**src/hdl/tfilt_pkg.sv**
```systemverilog
package tfilt_pkg;

    // Telnet command and option bytes
    localparam logic [7:0] IAC           = 8'd255;
    localparam logic [7:0] CMD_DONT      = 8'd254;
    localparam logic [7:0] CMD_DO        = 8'd253;
    localparam logic [7:0] CMD_WONT      = 8'd252;
    localparam logic [7:0] CMD_WILL      = 8'd251;
    localparam logic [7:0] CMD_SB        = 8'd250;
    localparam logic [7:0] CMD_SE        = 8'd240;
    localparam logic [7:0] OPT_ECHO      = 8'd1;
    localparam logic [7:0] OPT_SUPP      = 8'd3;
    localparam logic [7:0] OPT_TERM      = 8'd24;
    localparam logic [7:0] TT_SEND       = 8'd1;
    localparam logic [7:0] TT_IS         = 8'd0;
    localparam logic [7:0] ESC_CHAR      = 8'd27;
    localparam logic [7:0] ESC_END_ABOVE = 8'd34;

    // Parser states
    localparam logic [1:0] PS_DATA = 2'd0;
    localparam logic [1:0] PS_CMD  = 2'd1;
    localparam logic [1:0] PS_OPT  = 2'd2;

    // Pending verb codes
    localparam logic [2:0] V_SB   = 3'd0;
    localparam logic [2:0] V_WILL = 3'd1;
    localparam logic [2:0] V_WONT = 3'd2;
    localparam logic [2:0] V_DO   = 3'd3;
    localparam logic [2:0] V_DONT = 3'd4;

    // Byte sinks
    localparam logic [1:0] SK_NVT     = 2'd0;
    localparam logic [1:0] SK_ANSI    = 2'd1;
    localparam logic [1:0] SK_TERM    = 2'd2;
    localparam logic [1:0] SK_DISCARD = 2'd3;

    // ANSI escape parser
    localparam logic [1:0] ES_NORMAL = 2'd0;
    localparam logic [1:0] ES_AFTER  = 2'd1;
    localparam logic [1:0] ES_SEQ    = 2'd2;

    // Job kinds passed from front to back
    localparam logic [1:0] JK_DATA  = 2'd0;
    localparam logic [1:0] JK_REPLY = 2'd1;
    localparam logic [1:0] JK_TERM  = 2'd2;

    localparam int TERMINAL_COUNT_DEF = 2;

    localparam int Q_DEPTH = 4;
    localparam int Q_PTR_W = $clog2(Q_DEPTH);
    localparam int Q_CNT_W = $clog2(Q_DEPTH + 1);

    localparam int IDX_W = 4;   // item index within a job, up to 10 items

    typedef struct packed {
        logic [1:0] kind;
        logic       ansi;   // terminal reply names ANSI, else NVT
        logic [7:0] b0;     // payload byte or reply verb
        logic [7:0] b1;     // reply option
    } t_job;

    function automatic logic [IDX_W-1:0] job_last_idx(input t_job j);
        logic [IDX_W-1:0] r;
        case (j.kind)
            JK_DATA:  r = IDX_W'(0);
            JK_REPLY: r = IDX_W'(2);
            JK_TERM:  r = j.ansi ? IDX_W'(9) : IDX_W'(8);
            default:  r = IDX_W'(0);
        endcase
        return r;
    endfunction

    // IAC SB 24 IS <name> IAC SE
    function automatic logic [7:0] term_byte(input logic ansi, input logic [IDX_W-1:0] idx);
        logic [7:0] r;
        case (idx)
            4'd0:    r = IAC;
            4'd1:    r = CMD_SB;
            4'd2:    r = OPT_TERM;
            4'd3:    r = TT_IS;
            4'd4:    r = ansi ? 8'h41 : 8'h4E;
            4'd5:    r = ansi ? 8'h4E : 8'h56;
            4'd6:    r = ansi ? 8'h53 : 8'h54;
            4'd7:    r = ansi ? 8'h49 : IAC;
            4'd8:    r = ansi ? IAC : CMD_SE;
            default: r = CMD_SE;
        endcase
        return r;
    endfunction

endpackage

```
**src/hdl/tfilt_rx_if.sv**
```systemverilog
interface tfilt_rx_if;
    logic       valid;
    logic       ready;
    logic [7:0] rx_byte;

    modport source (output valid, output rx_byte, input ready);
    modport sink   (input valid, input rx_byte, output ready);
endinterface

```
**src/hdl/tfilt_tx_if.sv**
```systemverilog
interface tfilt_tx_if;
    logic       valid;
    logic       ready;
    logic       channel;
    logic [7:0] out_byte;
    logic       last;

    modport source (output valid, output channel, output out_byte, output last, input ready);
    modport sink   (input valid, input channel, input out_byte, input last, output ready);
endinterface

```
**src/hdl/telnet_receive_filter_core.sv**
```systemverilog
// A payload byte accepted on i_rx is written to the job queue, then loaded into the
// output register, from which it is presented on o_tx.
// Throughput: one payload item per cycle while o_tx is ready; a reply job is expanded
// into 3 items (option reply) or 9/10 items (terminal-type reply), one item a cycle.
// i_rx stalls only when the 4-entry job queue is full.
// Reset: i_rst_n synchronous, active low; parser back to data state, NVT sink,
// terminal index zero, queue emptied, output stage invalid.
module telnet_receive_filter_core import tfilt_pkg::*; #(
    parameter int TERMINAL_COUNT = TERMINAL_COUNT_DEF
) (
    input  logic        i_clk,
    input  logic        i_rst_n,
    tfilt_rx_if.sink    i_rx,
    tfilt_tx_if.source  o_tx
);

    // Front: IAC parser, sinks, option decisions. Emits one job per byte
    // that produces output. State moves on the accept edge.
    logic front_push;
    t_job front_job;
    logic q_full;

    // Queue: decouples parse from item expansion.
    logic q_empty;
    logic back_pop;
    t_job q_head;

    tfilt_front #(
        .TERMINAL_COUNT (TERMINAL_COUNT)
    ) u_front (
        .i_clk     (i_clk),
        .i_rst_n   (i_rst_n),
        .i_valid   (i_rx.valid),
        .i_rx_byte (i_rx.rx_byte),
        .o_ready   (i_rx.ready),
        .i_full    (q_full),
        .o_push    (front_push),
        .o_job     (front_job)
    );

    tfilt_queue u_queue (
        .i_clk   (i_clk),
        .i_rst_n (i_rst_n),
        .i_push  (front_push),
        .i_job   (front_job),
        .o_full  (q_full),
        .i_pop   (back_pop),
        .o_empty (q_empty),
        .o_head  (q_head)
    );

    // Back: walks each job one item a cycle, while o_tx is not stalled, into a registered
    // output stage; the final item of a job carries last and pops the queue.
    tfilt_back u_back (
        .i_clk      (i_clk),
        .i_rst_n    (i_rst_n),
        .i_empty    (q_empty),
        .i_head     (q_head),
        .o_pop      (back_pop),
        .o_valid    (o_tx.valid),
        .i_ready    (o_tx.ready),
        .o_channel  (o_tx.channel),
        .o_out_byte (o_tx.out_byte),
        .o_last     (o_tx.last)
    );

endmodule

```
**src/hdl/tfilt_front.sv**
```systemverilog
module tfilt_front import tfilt_pkg::*; #(
    parameter int TERMINAL_COUNT = TERMINAL_COUNT_DEF
) (
    input  logic       i_clk,
    input  logic       i_rst_n,
    input  logic       i_valid,
    input  logic [7:0] i_rx_byte,
    output logic       o_ready,
    input  logic       i_full,
    output logic       o_push,
    output t_job       o_job
);

    localparam logic [1:0] TC = 2'(TERMINAL_COUNT);

    logic [1:0] r_parse, n_parse;
    logic [2:0] r_verb,  n_verb;
    logic [1:0] r_sink,  n_sink;
    logic [1:0] r_tidx,  n_tidx;
    logic [1:0] r_esc,   n_esc;

    logic       fire;
    logic       do_sink;
    logic       has_job;
    logic [1:0] sel_cur;
    logic [1:0] sel_new;
    logic [7:0] b;

    assign o_ready = !i_full;
    assign fire    = i_valid && o_ready;
    assign b       = i_rx_byte;
    assign sel_cur = (r_tidx >= TC) ? TC - 2'd1 : r_tidx;
    assign sel_new = (n_tidx >= TC) ? TC - 2'd1 : n_tidx;
    assign o_push  = fire && has_job;

    always_comb begin
        n_parse = PS_DATA;
        n_verb  = r_verb;
        n_sink  = r_sink;
        n_tidx  = r_tidx;
        n_esc   = r_esc;
        do_sink = 1'b0;
        has_job = 1'b0;
        o_job   = '0;

        case (r_parse)
            PS_CMD: begin
                case (b)
                    IAC:      do_sink = 1'b1;
                    CMD_SE:   n_sink = (sel_cur == 2'd0) ? SK_NVT : SK_ANSI;
                    CMD_SB:   begin n_verb = V_SB;   n_parse = PS_OPT; end
                    CMD_WILL: begin n_verb = V_WILL; n_parse = PS_OPT; end
                    CMD_WONT: begin n_verb = V_WONT; n_parse = PS_OPT; end
                    CMD_DO:   begin n_verb = V_DO;   n_parse = PS_OPT; end
                    CMD_DONT: begin n_verb = V_DONT; n_parse = PS_OPT; end
                    default:  ;
                endcase
            end
            PS_OPT: begin
                o_job.kind = JK_REPLY;
                o_job.b1   = b;
                if (r_verb < V_WILL || r_verb > V_DONT) begin
                    n_sink = (b == OPT_TERM) ? SK_TERM : SK_DISCARD;
                end else if (b == OPT_ECHO) begin
                    has_job  = 1'b1;
                    o_job.b0 = (r_verb == V_WILL) ? CMD_DO :
                               (r_verb == V_WONT) ? CMD_DONT : CMD_WONT;
                end else if (b == OPT_SUPP) begin
                    has_job = 1'b0;
                end else if (r_verb == V_WILL) begin
                    has_job  = 1'b1;
                    o_job.b0 = CMD_DONT;
                end else if (r_verb == V_DO) begin
                    has_job  = 1'b1;
                    o_job.b0 = (b == OPT_TERM) ? CMD_WILL : CMD_WONT;
                end
            end
            default: begin
                if (b == IAC) n_parse = PS_CMD;
                else          do_sink = 1'b1;
            end
        endcase

        if (do_sink) begin
            case (r_sink)
                SK_NVT: begin
                    if (b != 8'd0) begin
                        has_job    = 1'b1;
                        o_job.kind = JK_DATA;
                        o_job.b0   = b;
                    end
                end
                SK_ANSI: begin
                    if (r_esc == ES_AFTER) begin
                        n_esc = ES_SEQ;
                    end else if (r_esc == ES_SEQ) begin
                        if (b > ESC_END_ABOVE) n_esc = ES_NORMAL;
                    end else begin
                        n_esc = ES_NORMAL;
                        if (b == ESC_CHAR) begin
                            n_esc = ES_AFTER;
                        end else if (b != 8'd0) begin
                            has_job    = 1'b1;
                            o_job.kind = JK_DATA;
                            o_job.b0   = b;
                        end
                    end
                end
                SK_TERM: begin
                    if (b == TT_SEND) begin
                        n_tidx     = (r_tidx >= TC) ? 2'd0 : r_tidx + 2'd1;
                        has_job    = 1'b1;
                        o_job.kind = JK_TERM;
                    end
                end
                default: ;
            endcase
        end
        o_job.ansi = (sel_new != 2'd0);
    end

    always_ff @(posedge i_clk) begin
        if (!i_rst_n) begin
            r_parse <= PS_DATA;
            r_verb  <= V_SB;
            r_sink  <= SK_NVT;
            r_tidx  <= 2'd0;
            r_esc   <= ES_NORMAL;
        end else if (fire) begin
            r_parse <= n_parse;
            r_verb  <= n_verb;
            r_sink  <= n_sink;
            r_tidx  <= n_tidx;
            r_esc   <= n_esc;
        end
    end

endmodule

```
**src/hdl/tfilt_queue.sv**
```systemverilog
module tfilt_queue import tfilt_pkg::*; (
    input  logic i_clk,
    input  logic i_rst_n,
    input  logic i_push,
    input  t_job i_job,
    output logic o_full,
    input  logic i_pop,
    output logic o_empty,
    output t_job o_head
);

    t_job               r_mem [Q_DEPTH];
    logic [Q_PTR_W-1:0] r_wptr;
    logic [Q_PTR_W-1:0] r_rptr;
    logic [Q_CNT_W-1:0] r_count;
    logic               do_pop;

    assign o_full  = (r_count == Q_CNT_W'(Q_DEPTH));
    assign o_empty = (r_count == '0);
    assign o_head  = r_mem[r_rptr];
    assign do_pop  = i_pop && !o_empty;

    always_ff @(posedge i_clk) begin
        if (i_push) r_mem[r_wptr] <= i_job;
    end

    always_ff @(posedge i_clk) begin
        if (!i_rst_n) begin
            r_wptr  <= '0;
            r_rptr  <= '0;
            r_count <= '0;
        end else begin
            if (i_push) r_wptr <= r_wptr + Q_PTR_W'(1);
            if (do_pop) r_rptr <= r_rptr + Q_PTR_W'(1);
            case ({i_push, do_pop})
                2'b10:   r_count <= r_count + Q_CNT_W'(1);
                2'b01:   r_count <= r_count - Q_CNT_W'(1);
                default: r_count <= r_count;
            endcase
        end
    end

endmodule

```
**src/hdl/tfilt_back.sv**
```systemverilog
module tfilt_back import tfilt_pkg::*; (
    input  logic       i_clk,
    input  logic       i_rst_n,
    input  logic       i_empty,
    input  t_job       i_head,
    output logic       o_pop,
    output logic       o_valid,
    input  logic       i_ready,
    output logic       o_channel,
    output logic [7:0] o_out_byte,
    output logic       o_last
);

    logic [IDX_W-1:0] r_idx;
    logic             r_valid;
    logic             r_channel;
    logic [7:0]       r_byte;
    logic             r_last;
    logic             load;
    logic             is_last;
    logic [7:0]       cur_byte;

    assign load    = !i_empty && (!r_valid || i_ready);
    assign is_last = (r_idx == job_last_idx(i_head));
    assign o_pop   = load && is_last;

    always_comb begin
        case (i_head.kind)
            JK_DATA: cur_byte = i_head.b0;
            JK_REPLY: begin
                case (r_idx)
                    4'd0:    cur_byte = IAC;
                    4'd1:    cur_byte = i_head.b0;
                    default: cur_byte = i_head.b1;
                endcase
            end
            JK_TERM: cur_byte = term_byte(i_head.ansi, r_idx);
            default: cur_byte = i_head.b0;
        endcase
    end

    always_ff @(posedge i_clk) begin
        if (!i_rst_n) begin
            r_valid <= 1'b0;
            r_idx   <= '0;
        end else begin
            if (load) begin
                r_valid <= 1'b1;
                r_idx   <= is_last ? '0 : r_idx + IDX_W'(1);
            end else if (i_ready) begin
                r_valid <= 1'b0;
            end
        end
    end

    always_ff @(posedge i_clk) begin
        if (load) begin
            r_channel <= (i_head.kind != JK_DATA);
            r_byte    <= cur_byte;
            r_last    <= is_last;
        end
    end

    assign o_valid    = r_valid;
    assign o_channel  = r_channel;
    assign o_out_byte = r_byte;
    assign o_last     = r_last;

endmodule

```
**src/flat_wrapper.sv**
```systemverilog
// flat-port wrapper written by rule: the top's interface ports become plain ports
module telnet_receive_filter_core_flat import tfilt_pkg::*;
#(
    parameter int TERMINAL_COUNT = TERMINAL_COUNT_DEF
)
  (i_clk, i_rst_n, i_rx_valid, i_rx_rx_byte, i_rx_ready, o_tx_valid, o_tx_channel, o_tx_out_byte, o_tx_last, o_tx_ready);
  tfilt_rx_if i_rx_i ();
  tfilt_tx_if o_tx_i ();
  input  logic i_clk;
  input  logic i_rst_n;
  input wire logic [$bits(i_rx_i.valid)-1:0] i_rx_valid;
  input wire logic [$bits(i_rx_i.rx_byte)-1:0] i_rx_rx_byte;
  output wire logic [$bits(i_rx_i.ready)-1:0] i_rx_ready;
  output wire logic [$bits(o_tx_i.valid)-1:0] o_tx_valid;
  output wire logic [$bits(o_tx_i.channel)-1:0] o_tx_channel;
  output wire logic [$bits(o_tx_i.out_byte)-1:0] o_tx_out_byte;
  output wire logic [$bits(o_tx_i.last)-1:0] o_tx_last;
  input wire logic [$bits(o_tx_i.ready)-1:0] o_tx_ready;
  assign i_rx_i.valid = i_rx_valid;
  assign i_rx_i.rx_byte = i_rx_rx_byte;
  assign i_rx_ready = i_rx_i.ready;
  assign o_tx_valid = o_tx_i.valid;
  assign o_tx_channel = o_tx_i.channel;
  assign o_tx_out_byte = o_tx_i.out_byte;
  assign o_tx_last = o_tx_i.last;
  assign o_tx_i.ready = o_tx_ready;
  telnet_receive_filter_core #(.TERMINAL_COUNT(TERMINAL_COUNT)) u_core (.i_clk(i_clk), .i_rst_n(i_rst_n), .i_rx(i_rx_i), .o_tx(o_tx_i));
endmodule
```
**config.mk**
```make
export PLATFORM = sky130hd
export DESIGN_NAME = telnet_receive_filter_core_flat
export DESIGN_NICKNAME = d
export VERILOG_FILES = /design/src/hdl/tfilt_pkg.sv /design/src/hdl/tfilt_rx_if.sv /design/src/hdl/tfilt_tx_if.sv /design/src/hdl/telnet_receive_filter_core.sv /design/src/hdl/tfilt_front.sv /design/src/hdl/tfilt_queue.sv /design/src/hdl/tfilt_back.sv /design/src/flat_wrapper.sv
export SDC_FILE = /design/constraint.sdc
export NUM_CORES = 1
export LEC_CHECK = 0
export BUFFER_PORTS_ARGS = -buffer_cell sky130_fd_sc_hd__buf_4
export CAP_MARGIN = 25
export CORE_MARGIN = 2
export CORE_UTILIZATION = 55
export DETAILED_ROUTE_END_ITERATION = 8
export PLACE_DENSITY = 0.84
export REMOVE_ABC_BUFFERS = 1
export SLEW_MARGIN = 20
export SYNTH_ARGS = -nofsm -noshare
export SYNTH_HDL_FRONTEND = slang
export SYNTH_SLANG_ARGS = --single-unit
```
**constraint.sdc**
```tcl
create_clock -name i_clk -period 4.35 [get_ports i_clk]
set_clock_uncertainty 0.2 [all_clocks]
set_input_delay 0.435 -clock i_clk [delete_from_list [all_inputs] [get_ports i_clk]]
set_output_delay 0.435 -clock i_clk [all_outputs]
set_load 0.05 [all_outputs]
```
==> impl_metrics.ini <==
[finish]
diodes = 0
final_nets = 491
drive_gt1_share_pct = 15.78
syn_to_final_growth_pct = 10.30

[logic_synthesis]
async_flop_share_pct = 0
avgSynthCellArea_um2 = 12.34
synth_area_leader_cell = edfxtp_1
synth_edf_count = 86
ys_seq_area_share_pct = 56.51
synth_cell_types = 60
synth_area_leaders = edfxtp_1 (47%), dfxtp_1 (9.2%), mux4_2 (6.6%)
yosys.cell_count.top_type = edfxtp_1
synthFlopType = edfxtp_1
synth_cells = 442
ys_warn_count = 0
synth_seq_cells = 111
netlist.area_leader.share_pct = 47.34
syn-cell-area_um2 = 5455
synth_common_cells = edfxtp_1 (86), nand2_1 (36), nor2_1 (32), o21ai_0 (30), dfxtp_1 (25)

[sta]
worstMarginPinSlew_ns = 0.7971
rsz0062_at_grt = false
finalHoldViolCount = 0
slew-limit-headroom_pct = 45.34
final_max_slew_viol_count = 0
fin_setup_tns_ns = 0
post-route-period-util_pct = 85.35
min_period_ns = 3.713
timing.fmax_mhz = 269.3
finalSetupViolations = 0
final.setup.worst_slack_ns = 0.6373

[global_route]
grt_pass1_vias = 3509
grt_max_degree = 25
grt_overflow = 0
grt_pass1_wl_um = 17640
met3_usage_pct = 4.972
busiest_layer = met2
gr-usage-met2_pct = 36.47
antenna_found_initial = 0
gr-usage-met1_pct = 25.65
track_usage_pct = 21.09

[cts]
clkTransAtPathRegs_ns = 0.10
post_cts_buffers = 0
cts_resized = 0
cts.hold.buffers_added = 0
cts_made_buffers = 9
root_buffer = clkbuf_8
cts_htree_levels = 3
numClockSinks = 111
insertion_delay_ns = 0.36
clk_path_buf_depth = 2
tritoncts = yes

[power_and_ir_drop]
ir_drop_v = 0.0002822
power.density_nw_per_um2 = 559.9
p_leak_nw = 2.122

[drt]
vias_per_cell = 5.950
vias = 3582
wl_um = 10900
ant_nets = 0
drc_errors = 0
drtIter0Drc = 222
wl_per_cell_um = 18.11
drt_pre_antenna_iters = 5

[placement]
place_ws_ns = 0.6473
numPortBuffers = 23
dpl.hpwl_um = 7778
routabilityCongestion = 0.8436

[critical_path]
end_kind = register
required_ns = 4.44
cp_max_fo = 10
criticalPathCategory = register to register
arrival_ns = 3.81
startpoint_type = register

[floorplan]
core_um2 = 9684
start_util_pct = 56.33
die_y_um = 103.6
ioPinCount = 24
die-area_um2 = 10730
die-width_um = 103.6
rows = 36

[outcome]
outcome = completed

[job]
maxCapViolations = 0

[hold_path]
min_path_type = input pin to register
## logic make-up (layout without fill, tap and decap cells)
| kind of cell | after synthesis | count (layout) | synth area share [%] |
|---|---|---|---|
| xor+xnor | 9 | 9 | 1.583 |
| flops | 111 | 111 | 56.51 |
| compound gates | 88 | 88 | 10.57 |
| buf+inv | 43 | 70 | 3.349 |
| mux | 32 | 32 | 10.44 |
| fa+ha+maj | 15 | 15 | 3.578 |
| simple gates | 144 | 144 | 13.97 |
## sequential cells by signal (all words and copies together), names as in the netlist, 3 cells and up, named ones only
| register | flops |
|---|---|
| u_core.u_back.r_idx | 4 |
| u_core.u_front.r_verb | 3 |
| u_core.u_queue.r_mem | 76 |
| u_core.u_queue.r_count | 3 |
| u_core.u_back.o_out_byte | 8 |
## worst max-delay path, cell delays in order (launching register included)
cell and delay (ns):
dfxtp_1 0.34, inv_1 0.06, ha_1 0.37, inv_1 0.21, nor3_1 0.40, o21ai_0 0.37, a221oi_4 0.52, inv_1 0.14
ha_1 0.23, inv_1 0.08, fa_1 0.19, xor2_1 0.07, or3_1 0.30, a21boi_0 0.16
## layout make-up
type / instances / area [um^2]
Multi-Input combinational cell: 288 / 2190
Fill cell: 741 / 3667
Clock buffer: 10 / 127.6
Inverter: 23 / 86.33
Sequential cell: 111 / 3083
Tap cell: 133 / 166.4
Clock inverter: 6 / 131.4
Timing Repair Buffer: 31 / 232.7
## layout by cell type, fill, tap and decap left out, types with 4 or more instances in the layout
master / count
a31oi_1: 4
mux4_2: 16
a2111oi_0: 4
mux2i_1: 13
nand3_1: 5
a21o_1: 4
dfxtp_1: 25
a21boi_0: 5
inv_1: 22
nor2_1: 32
edfxtp_1: 86
buf_4: 31
a21oi_1: 17
nor3_1: 12
nand2_1: 36
xor2_1: 4
nor4_1: 4
and2_1: 17
xnor2_1: 4
ha_1: 14
a211oi_1: 5
o21ai_0: 30
nor2b_1: 11
clkbuf_8: 9
bufinv_16: 4
nand2b_1: 5
## metrics by stage
stage | util [%] | power [mW] | hold slack [ns] | area (um^2) | instances
floorplan | - | 2.279 | 0.2489 | 5359 | 422
global placement | 59.46 | 2.583 | 0.2605 | 5758 | 586
detailed placement | 59.46 | 2.633 | 0.2754 | 5758 | 586
CTS | 62.13 | 3.393 | 0.1246 | 6017 | 602
global route | 62.13 | 3.548 | 0.1573 | 6017 | 602
finish | 62.13 | 3.369 | 0.1400 | 6017 | 602
## routing by layer
layer,vias up,routed length (um)
li1,1684,-
met1,1733,4469
met2,132,5506
met3,33,592
met4,0,333
met5,-,0
## worst paths after layout
check,endpoint,cells past startpoint,slack [ns],startpoint
setup / recovery,u_core.u_queue.r_count[2],13,0.64,u_core.u_front.r_parse[0]
hold / removal,u_core.u_back.o_valid,4,0.14,o_tx_ready
setup reg to reg,u_core.u_queue.r_count[2],13,0.64,u_core.u_front.r_parse[0]
hold reg to reg,u_core.u_back.o_valid,2,0.28,u_core.u_back.o_valid
## power breakdown
part	total (mW)	switching (mW)	leakage, nW	internal, mW
clock network	0.765	0.324	0.131	0.440
registers	1.40	0.0626	1.04	1.34
logic	1.20	0.747	0.950	0.457
total	3.37	1.13	2.12	2.24
Note: power is estimated with default switching activity, not from simulation.
